<file path="src/rtl/sli_pkg.sv">
package sli_pkg;

   localparam int StackDepth = 1024;
   localparam int StackAw    = $clog2(StackDepth);
   localparam int StackCw    = StackAw + 1;
   localparam int NumVars    = 26;
   localparam int VarAw      = 5;

   typedef logic [31:0] word_type;

   // divider request and response
   typedef struct packed {
      logic     start;
      word_type dividend;
      word_type divisor;
   } div_req_type;

   typedef struct packed {
      logic     done;
      word_type quotient;
      word_type remainder;
   } div_rsp_type;

   // result kinds
   localparam logic [1:0] KIND_NUM    = 2'd0;
   localparam logic [1:0] KIND_CHAR   = 2'd1;
   localparam logic [1:0] KIND_RESULT = 2'd2;
   localparam logic [1:0] KIND_ERROR  = 2'd3;

   // error codes
   localparam logic [2:0] ERR_NONE      = 3'd0;
   localparam logic [2:0] ERR_UNDERFLOW = 3'd1;
   localparam logic [2:0] ERR_OVERFLOW  = 3'd2;
   localparam logic [2:0] ERR_BAD_CHAR  = 3'd3;
   localparam logic [2:0] ERR_BAD_ADDR  = 3'd4;
   localparam logic [2:0] ERR_DIV_ZERO  = 3'd5;

   // lexer states
   localparam logic [2:0] LX_IDLE    = 3'd0;
   localparam logic [2:0] LX_NUMBER  = 3'd1;
   localparam logic [2:0] LX_CHARLIT = 3'd2;
   localparam logic [2:0] LX_READ    = 3'd3;
   localparam logic [2:0] LX_PRINT   = 3'd4;
   localparam logic [2:0] LX_STRING  = 3'd5;
   localparam logic [2:0] LX_HALTED  = 3'd6;

   // stack operations
   localparam logic [3:0] OP_FINAL = 4'd0;
   localparam logic [3:0] OP_PRINT = 4'd1;
   localparam logic [3:0] OP_FETCH = 4'd2;
   localparam logic [3:0] OP_STORE = 4'd3;
   localparam logic [3:0] OP_ADD   = 4'd4;
   localparam logic [3:0] OP_SUB   = 4'd5;
   localparam logic [3:0] OP_MUL   = 4'd6;
   localparam logic [3:0] OP_DIV   = 4'd7;
   localparam logic [3:0] OP_MOD   = 4'd8;
   localparam logic [3:0] OP_LT    = 4'd9;
   localparam logic [3:0] OP_EQ    = 4'd10;
   localparam logic [3:0] OP_GT    = 4'd11;

   // follow-up work after a pending push or print
   localparam logic [1:0] NX_NONE  = 2'd0;
   localparam logic [1:0] NX_CHAR  = 2'd1;
   localparam logic [1:0] NX_FINAL = 2'd2;

   // characters of the language
   localparam logic [7:0] CH_TAB    = 8'h09;
   localparam logic [7:0] CH_LF     = 8'h0A;
   localparam logic [7:0] CH_CR     = 8'h0D;
   localparam logic [7:0] CH_SPACE  = 8'h20;
   localparam logic [7:0] CH_BANG   = 8'h21;
   localparam logic [7:0] CH_QUOTE  = 8'h22;
   localparam logic [7:0] CH_DOLLAR = 8'h24;
   localparam logic [7:0] CH_TICK   = 8'h27;
   localparam logic [7:0] CH_STAR   = 8'h2A;
   localparam logic [7:0] CH_PLUS   = 8'h2B;
   localparam logic [7:0] CH_MINUS  = 8'h2D;
   localparam logic [7:0] CH_DOT    = 8'h2E;
   localparam logic [7:0] CH_SLASH  = 8'h2F;
   localparam logic [7:0] CH_ZERO   = 8'h30;
   localparam logic [7:0] CH_NINE   = 8'h39;
   localparam logic [7:0] CH_COLON  = 8'h3A;
   localparam logic [7:0] CH_LESS   = 8'h3C;
   localparam logic [7:0] CH_EQUAL  = 8'h3D;
   localparam logic [7:0] CH_GREAT  = 8'h3E;
   localparam logic [7:0] CH_QMARK  = 8'h3F;
   localparam logic [7:0] CH_UPPA   = 8'h41;
   localparam logic [7:0] CH_UPPZ   = 8'h5A;
   localparam logic [7:0] CH_BSLASH = 8'h5C;

endpackage

</file>
<file path="src/rtl/sli_divider.sv">
module sli_divider (
   input  logic                clock,
   input  logic                reset,
   input  sli_pkg::div_req_type req,
   output sli_pkg::div_rsp_type rsp
);

   logic        busy_ff, busy_in;
   logic        done_ff, done_in;
   logic [4:0]  step_ff, step_in;
   logic [31:0] rem_ff, rem_in;
   logic [31:0] quo_ff, quo_in;
   logic [31:0] den_ff, den_in;
   logic        negq_ff, negq_in;
   logic        negr_ff, negr_in;
   logic [32:0] shifted;
   logic [32:0] diff;

   // one restoring step per cycle on magnitudes
   always_comb begin
      busy_in = busy_ff;
      done_in = 1'b0;
      step_in = step_ff;
      rem_in  = rem_ff;
      quo_in  = quo_ff;
      den_in  = den_ff;
      negq_in = negq_ff;
      negr_in = negr_ff;
      shifted = {rem_ff, quo_ff[31]};
      diff    = shifted - {1'b0, den_ff};
      if (req.start) begin
         busy_in = 1'b1;
         step_in = '0;
         rem_in  = '0;
         quo_in  = req.dividend[31] ? -req.dividend : req.dividend;
         den_in  = req.divisor[31] ? -req.divisor : req.divisor;
         negq_in = req.dividend[31] ^ req.divisor[31];
         negr_in = req.dividend[31];
      end else if (busy_ff) begin
         if (!diff[32]) begin
            rem_in = diff[31:0];
            quo_in = {quo_ff[30:0], 1'b1};
         end else begin
            rem_in = shifted[31:0];
            quo_in = {quo_ff[30:0], 1'b0};
         end
         step_in = step_ff + 5'd1;
         if (step_ff == 5'd31) begin
            busy_in = 1'b0;
            done_in = 1'b1;
         end
      end
   end

   always_ff @(posedge clock) begin
      if (reset) begin
         busy_ff <= 1'b0;
         done_ff <= 1'b0;
         step_ff <= '0;
      end else begin
         busy_ff <= busy_in;
         done_ff <= done_in;
         step_ff <= step_in;
      end
      rem_ff  <= rem_in;
      quo_ff  <= quo_in;
      den_ff  <= den_in;
      negq_ff <= negq_in;
      negr_ff <= negr_in;
   end

   // apply signs: quotient truncates toward zero, remainder follows dividend
   assign rsp.done      = done_ff;
   assign rsp.quotient  = negq_ff ? -quo_ff : quo_ff;
   assign rsp.remainder = negr_ff ? -rem_ff : rem_ff;

endmodule

</file>
<file path="config.mk">
export PLATFORM = sky130hd
export DESIGN_NAME = sli_divider
export DESIGN_NICKNAME = d
export VERILOG_FILES = /design/src/rtl/sli_pkg.sv /design/src/rtl/sli_divider.sv
export SDC_FILE = /design/constraint.sdc
export NUM_CORES = 1
export LEC_CHECK = 0
export BUFFER_PORTS_ARGS = -buffer_cell sky130_fd_sc_hd__buf_2
export CAP_MARGIN = 20
export CORE_MARGIN = 8
export CORE_UTILIZATION = 50
export CTS_CLUSTER_SIZE = 20
export DETAILED_ROUTE_END_ITERATION = 7
export PLACE_DENSITY = 0.81
export SETUP_SLACK_MARGIN = 0.5
export SLEW_MARGIN = 20
export SYNTH_ARGS = -nofsm -noshare
export SYNTH_HDL_FRONTEND = slang
export SYNTH_SLANG_ARGS = --single-unit
export TNS_END_PERCENT = 30
</file>
<file path="constraint.sdc">
create_clock -name clock -period 3.75 [get_ports clock]
set_input_delay 0.75 -clock clock [delete_from_list [all_inputs] [get_ports clock]]
set_output_delay 0.75 -clock clock [all_outputs]
set_load 0.005 [all_outputs]
</file>
==> metrics.txt, run 1 <==
core area around 0.016 sq mm; Initial Utilization ~51%; Clock Sinks roughly 110; Top Ports between 100 and 150; EDFF count, synth between 60 and 70; Final Net Count between 1000 and 1500; Total Power between 3 and 4 mW; Hold Fails Final Rpt 0; most frequent cells in the layout 129 x buf_2, 107 x xnor2_1, 75 x nor2_1; final max-slew violation count 0; total track usage approximately a fifth; DP Worst Slack -366 ps; DR pass1 iterations 5; Yosys warning count 0; RD Place Congestion 0.880; post-synthesis register bit count about 110; Critical-path top delay cell or4_4; ys async rst share 0%; Synth-to-Final Area Change 26.9%; final setup margin -762 ps; Iter 0 DRT Violations between 400 and 500; drt wl/cell between 15 and 20 um; Synthesized Nets just over 1000; top_reg_cell synth edfxtp_1; aggregate global routing overflow 0; Crit. End Element primary output; Min Clock Period, post-route between 4000 and 5000 ps; Rows 46; Num CTS Buffers 9; outcome complete, but fails checks; Fmax 222 MHz; count of input and output buffers about 130; share of cells above drive strength 1 between 20 and 30%; Hold Path Class register to register; Setup Skew around 14 ps; Slew Limit Headroom between 30 and 40%; sequential share of the synthesized area 34.0%; Distinct cells, synth between 50 and 60; Lkg Pwr 4.09 nW; PwrDens approximately 350 mW/mm^2; Clk Latency, worst-skew pair 360 ps; HPWL Detailed around 16 mm; max_cap viols 0; die area just over 0.02 sq mm; CTS tree done; Remaining DRCs 0; H-Tree Level Count 3; crit path kind register to primary output; # diodes 0; CP Max Fanout 5; Syn Area/Cell 8.77 sq um; Bufs on Longest Clock Path 2; synthesized area approximately 0.008 sq mm; CP cell instances or3_1 > or3_1 > or2_1 > or2_4 > or3_4 > or4_4 > or4_4 > o31ai_4 > xnor2_1 > buf_2; Die Span Y between 100 and 150 um; largest vdd supply drop 0.230 mV; Slew @ Worst Pin between 1000 and 1500 ps; DR vias 7488; root buf cell clkbuf_16; initial antenna violation count 0; commonest non-fill, non-tap cell in the layout buf_2; final setup fails 15; CP arrival 3760 ps; cells after synthesis just over 900; WP data required roughly 3000 ps; first-pass GRT wire length about 34 mm; Worst setup SP type register; vias in the first global route between 7000 and 8000; final period utilization 120%; WL final 21.9 mm; failing checks setup timing; largest net degree at the start of global routing between 60 and 70; Reg clk slew, reported paths 80 ps; Chip Width ~140 um; Detail Route Antenna Nets 0; unrepaired setup endpoints after global routing yes; Vias/cell about 5.7; slowest cell delay on critical path about 500 ps
through the flow:
| stage | TNS (ps) | instance area, sq um | instances | hold WS (ps) | utilization, % |
|---|---|---|---|---|---|
| finish | -6020 | 10300 | 1311 | 538 | 64.9 |
| global route | -8200 | 10300 | 1311 | 566 | 64.9 |
| CTS | -5090 | 9920 | 1301 | 543 | 62.4 |
| detailed placement | -2100 | 9380 | 1280 | 530 | 59.0 |
| global placement | -1900 | 9380 | 1280 | 514 | 59.0 |
| floorplan | -974 | 8220 | 925 | 498 | - |
metal layers:
metal	vias up	wire length [um]	track usage, %
met2	213	10600	35.1
met1	3577	9650	25.6
met4	2	351	7.08
met3	26	1250	2.72
li1	3670	-	-
met5	-	31	0
flip-flops by register name (all words and copies together), names as in the netlist:
name	count
busy_ff	1
den_ff	32
done_ff	1
negq_ff	1
negr_ff	1
quo_ff	32
rem_ff	32
step_ff	5
power breakdown:
group          leakage [nW]  internal, mW  total [mW]  switching (mW)
clock network         0.146         0.533       0.973           0.441
registers             0.967          1.35        1.45           0.106
logic                  2.98         0.554        1.20           0.642
total                  4.09          2.44        3.62            1.19
synth_stat cells, types with 32 or more instances:
cell | instances | area share, %
edfxtp_1 | 66 | 24
o31ai_1 | 32 | 3.0
xnor2_1 | 110 | 12
a21oi_1 | 64 | 3.9
dfxtp_1 | 39 | 9.6
o21ai_0 | 61 | 3.8
clkbuf_1 | 34 | 1.6
inv_1 | 50 | 2.3
nor2_1 | 75 | 3.5
xor2_1 | 42 | 4.5
nand2_1 | 78 | 3.6
ha_1 | 38 | 5.9
path summary, 6_finish.rpt:
path | startpoint | to | slack, ps | cells past startpoint
worst max register to register | quo_ff[31]$_DFFE_PP_ | rem_ff[19]$_SDFFE_PP0P_ | 410 | 17
worst min register to register | step_ff[4]$_SDFFE_PP0P_ | step_ff[4]$_SDFFE_PP0P_ | 540 | 2
worst max-delay path | quo_ff[9]$_DFFE_PP_ | rsp[59] | -760 | 10
worst min-delay path | step_ff[4]$_SDFFE_PP0P_ | step_ff[4]$_SDFFE_PP0P_ | 540 | 2
critical path: cells and delay by family, from the launching register on:
family | cells | cell delay, ps
xor gates and xnor gates | 1 | 150
DFF | 1 | 380
AOI/OAI and AO/OA | 1 | 270
and+or+nand+nor | 7 | 2450
buffers and inverters | 1 | 140
logic make-up after synthesis:
kind of cell             after synthesis  synth area share [%]
flip-flops                           105                  34.0
buffers and inverters                 90                  4.33
multiplexers                          31                  3.85
adder cells (fa/ha/maj)               39                  6.10
AND/OR/NAND/NOR                      265                  16.0
XOR/XNOR                             152                  16.4
AO/OA/AOI/OAI                        243                  19.2
final cells by class:
type | count | area, sq um
Clock buffer | 13 | 283
Clock inverter | 3 | 21.3
Fill cell | 1317 | 5580
Inverter | 50 | 188
Multi-Input combinational cell | 730 | 5560
Sequential cell | 105 | 2760
Tap cell | 216 | 270
Timing Repair Buffer | 194 | 1220
what timing repair did:
| item | in CTS | in global routing |
|---|---|---|
| setup endpoints to repair | 66 | 80 |
| cloned | 0 | 2 |
| gates resized for setup | 40 | 54 |
| hold buffers | 0 | 0 |
| buffers inserted | 5 | 8 |
| pin swaps | 21 | 52 |
Note: power is estimated with default switching activity, not from simulation.
==> inputs of run 2 (changes only) <==
Settings changed: CORE_MARGIN 8 to 2, RECOVER_POWER from default to 50.
==> run 2 against run 1 <==
The run ends with capacitance limit, slew limit, setup timing left. Utilization is 0.69 points higher. Routed wire length rose by 1.2%. Clock power shrank 6.4%. Combinational power about the same. Cell area increased by 1.1%. Cell count up 0.31%. Sequential share of layout area is 0.27 points lower. Hold slack better by 18 ps. Highest routed layer is now met4.
==> metrics.txt, run 2 (same netlist as run 1, synthesis figures left out) <==
outcome complete, but fails checks (unchanged); failing checks capacitance limit, slew limit, setup timing (was setup timing); drt wl/cell 16.8 um (was 16.7 um); register share of total power 40.6% (was 40.1%); DR pass1 iterations 5 (unchanged); vias in the first global route 7178 (was 7104); reg2reg start quo_ff[31]$_DFFE_PP_ (unchanged); Filler cells 1307 (was 1317); final setup fails 47 (was 15); DP Worst Slack -370 ps (was -366 ps); final period utilization 119% (was 120%); sequential cell area 0.00277 sq mm (was 0.00276 sq mm); clock share of power 25.4% (was 26.9%); Clock Sinks 105 (unchanged); CTS Hold Bufs 0 (unchanged); Top Ports 132 (unchanged); max_cap viols 2 (was 0); NetSw 1.22 mW (was 1.19 mW); Vias/cell 5.74 (was 5.71); CP cell instances or3_4 > or3_1 > or2_1 > or2_4 > or3_4 > or4_4 > or4_4 > o31ai_4 > xnor2_1 > buf_2 (was or3_1 > or3_1 > or2_1 > or2_4 > or3_4 > or4_4 > or4_4 > o31ai_4 > xnor2_1 > buf_2); biggest regs den_ff: 32 flops, quo_ff: 32 flops, rem_ff: 32 flops (unchanged); placed cells 1281 (was 1280); worst hold margin 556 ps (was 538 ps); Final Net Count 1200 (was 1196); DR vias 7552 (was 7488); crit path kind register to primary output (unchanged); unrepaired setup endpoints after global routing yes (unchanged); share of cells above drive strength 1 28.3% (was 27.6%); first-pass GRT wire length 34.7 mm (was 34.1 mm); Bufs on Longest Clock Path 2 (unchanged); Hold Path Class register to register (unchanged); Total Power 3.59 mW (was 3.62 mW); largest net degree at the start of global routing 57 (was 66); Worst setup SP type register (unchanged); Initial Utilization 51.1% (unchanged); CP Max Fanout 5 (unchanged); Iter 0 DRT Violations 688 (was 467); hold path startpoint step_ff[0]$_SDFFE_PP0P_ (was step_ff[4]$_SDFFE_PP0P_); CTS tree done (unchanged); Num CTS Buffers 9 (unchanged); CP arrival 3730 ps (was 3760 ps); final max-slew violation count 91 (was 0); Switching Fraction 34.0% (was 32.8%); worst setup path startpoint quo_ff[8]$_DFFE_PP_ (was quo_ff[9]$_DFFE_PP_); Setup Skew 9.61 ps (was 13.7 ps); final setup margin -731 ps (was -762 ps); Reg clk slew, reported paths 80 ps (about the same); core area 0.0159 sq mm (unchanged); Rows 46 (unchanged); area of the multi-input gates 0.00568 sq mm (was 0.00556 sq mm); commonest non-fill, non-tap cell in the layout buf_2 (unchanged); Slew Limit Headroom -73.5% (was 32.7%); root buf cell clkbuf_16 (unchanged); H-Tree Level Count 3 (unchanged); count of input and output buffers 131 (unchanged); Synth-to-Final Area Change 28.3% (was 26.9%); Fmax 223 MHz (was 222 MHz); aggregate global routing overflow 0 (unchanged); largest vdd supply drop 0.259 mV (was 0.230 mV); initial antenna violation count 0 (unchanged); Hold Fails Final Rpt 0 (unchanged); Slew @ Worst Pin 2600 ps (was 1010 ps); post-route cell area 0.0104 sq mm (was 0.0103 sq mm); Critical-path top delay cell or4_4 (unchanged); die area 0.0173 sq mm (was 0.0206 sq mm); fin cells 1315 (was 1311); RD Place Congestion 0.903 (was 0.880); most frequent cells in the layout 123 x buf_2, 106 x xnor2_1, 74 x nor2_1 (was 129 x buf_2, 107 x xnor2_1, 75 x nor2_1); WL final 22.1 mm (was 21.9 mm); slowest cell delay on critical path 500 ps (was 510 ps); Lkg Pwr 4.13 nW (was 4.09 nW); Crit. End Element primary output (unchanged); Remaining DRCs 0 (unchanged); DP Area 0.00940 sq mm (was 0.00938 sq mm); Min Clock Period, post-route 4480 ps (was 4510 ps); WP data required 3000 ps (about the same); Clk Latency, worst-skew pair 360 ps (about the same); Detail Route Antenna Nets 0 (unchanged); Die Span Y 131 um (was 143 um); # diodes 0 (unchanged); Int Power 2.37 mW (was 2.44 mW); Chip Width 131 um (was 143 um); Comb power frac 34.0% (was 33.0%); total negative slack -9890 ps (was -6020 ps); HPWL Detailed 15.5 mm (was 16.0 mm); Final Core Density 65.5% (was 64.9%); total track usage 24.3% (was 20.4%); PwrDens 345 mW/mm^2 (was 352 mW/mm^2)
## run 2: changes by cell type in the layout (fill, tap and decap cells not counted), moves of 3 or more
| cell | change |
|---|---|
| clkbuf_1 | +7 |
| buf_2 | -6 |
| or3_1 | -4 |
| or3_4 | +4 |
| clkbuf_16 | -3 |
## run 2: timing repair
| item | 4_1_cts | 5_1_grt |
|---|---|---|
| pin swaps | 13 | 71 |
| hold endpoints to repair | 0 | 0 |
| endpoints found under the setup margin | 66 | 82 |
| cloned | 0 | 1 |
| setup buffers | 6 | 11 |
| resized for setup | 34 | 85 |
## run 2: area by class of cell
cell class	count	area share, %
Timing Repair Buffer	198	11.9
Sequential cell	105	26.6
Multi-Input combinational cell	730	54.6
Tap cell	216	2.60
Clock buffer	10	2.20
Inverter	50	1.80
Clock inverter	6	0.385
## run 2: worst max-delay path: cells and delay by family, from the launching register on
family          cells  cell delay, ps
compound gates      1             250
xor+xnor            1             140
buf+inv             1             140
flops               1             400
simple gates        7            2430
## run 2: worst paths after layout
kind,slack (ps),cells past startpoint,to
worst max-delay path,-730,10,rsp[59]
worst min-delay path,560,2,step_ff[0]$_SDFFE_PP0P_
worst min register to register,560,2,step_ff[0]$_SDFFE_PP0P_
worst max register to register,390,17,rem_ff[9]$_SDFFE_PP0P_
## run 2: power by group through the flow
stage	Clock, mW	Combinational (mW)	Sequential (mW)
6_report	0.911	1.22	1.46
5_1_grt	0.961	1.33	1.47
4_1_cts	0.926	1.13	1.44
3_5_place_dp	0	1.09	1.47
3_3_place_gp	0	1.07	1.46
2_1_floorplan	0	0.722	1.44
## run 2: per-layer routing
| layer | wire (um) | vias up | global-route usage (%) |
|---|---|---|---|
| li1 | - | 3680 | - |
| met1 | 9520 | 3560 | 31.5 |
| met2 | 10900 | 263 | 41.9 |
| met3 | 1160 | 49 | 3.24 |
| met4 | 551 | 0 | 7.85 |
| met5 | 0 | - | 0 |
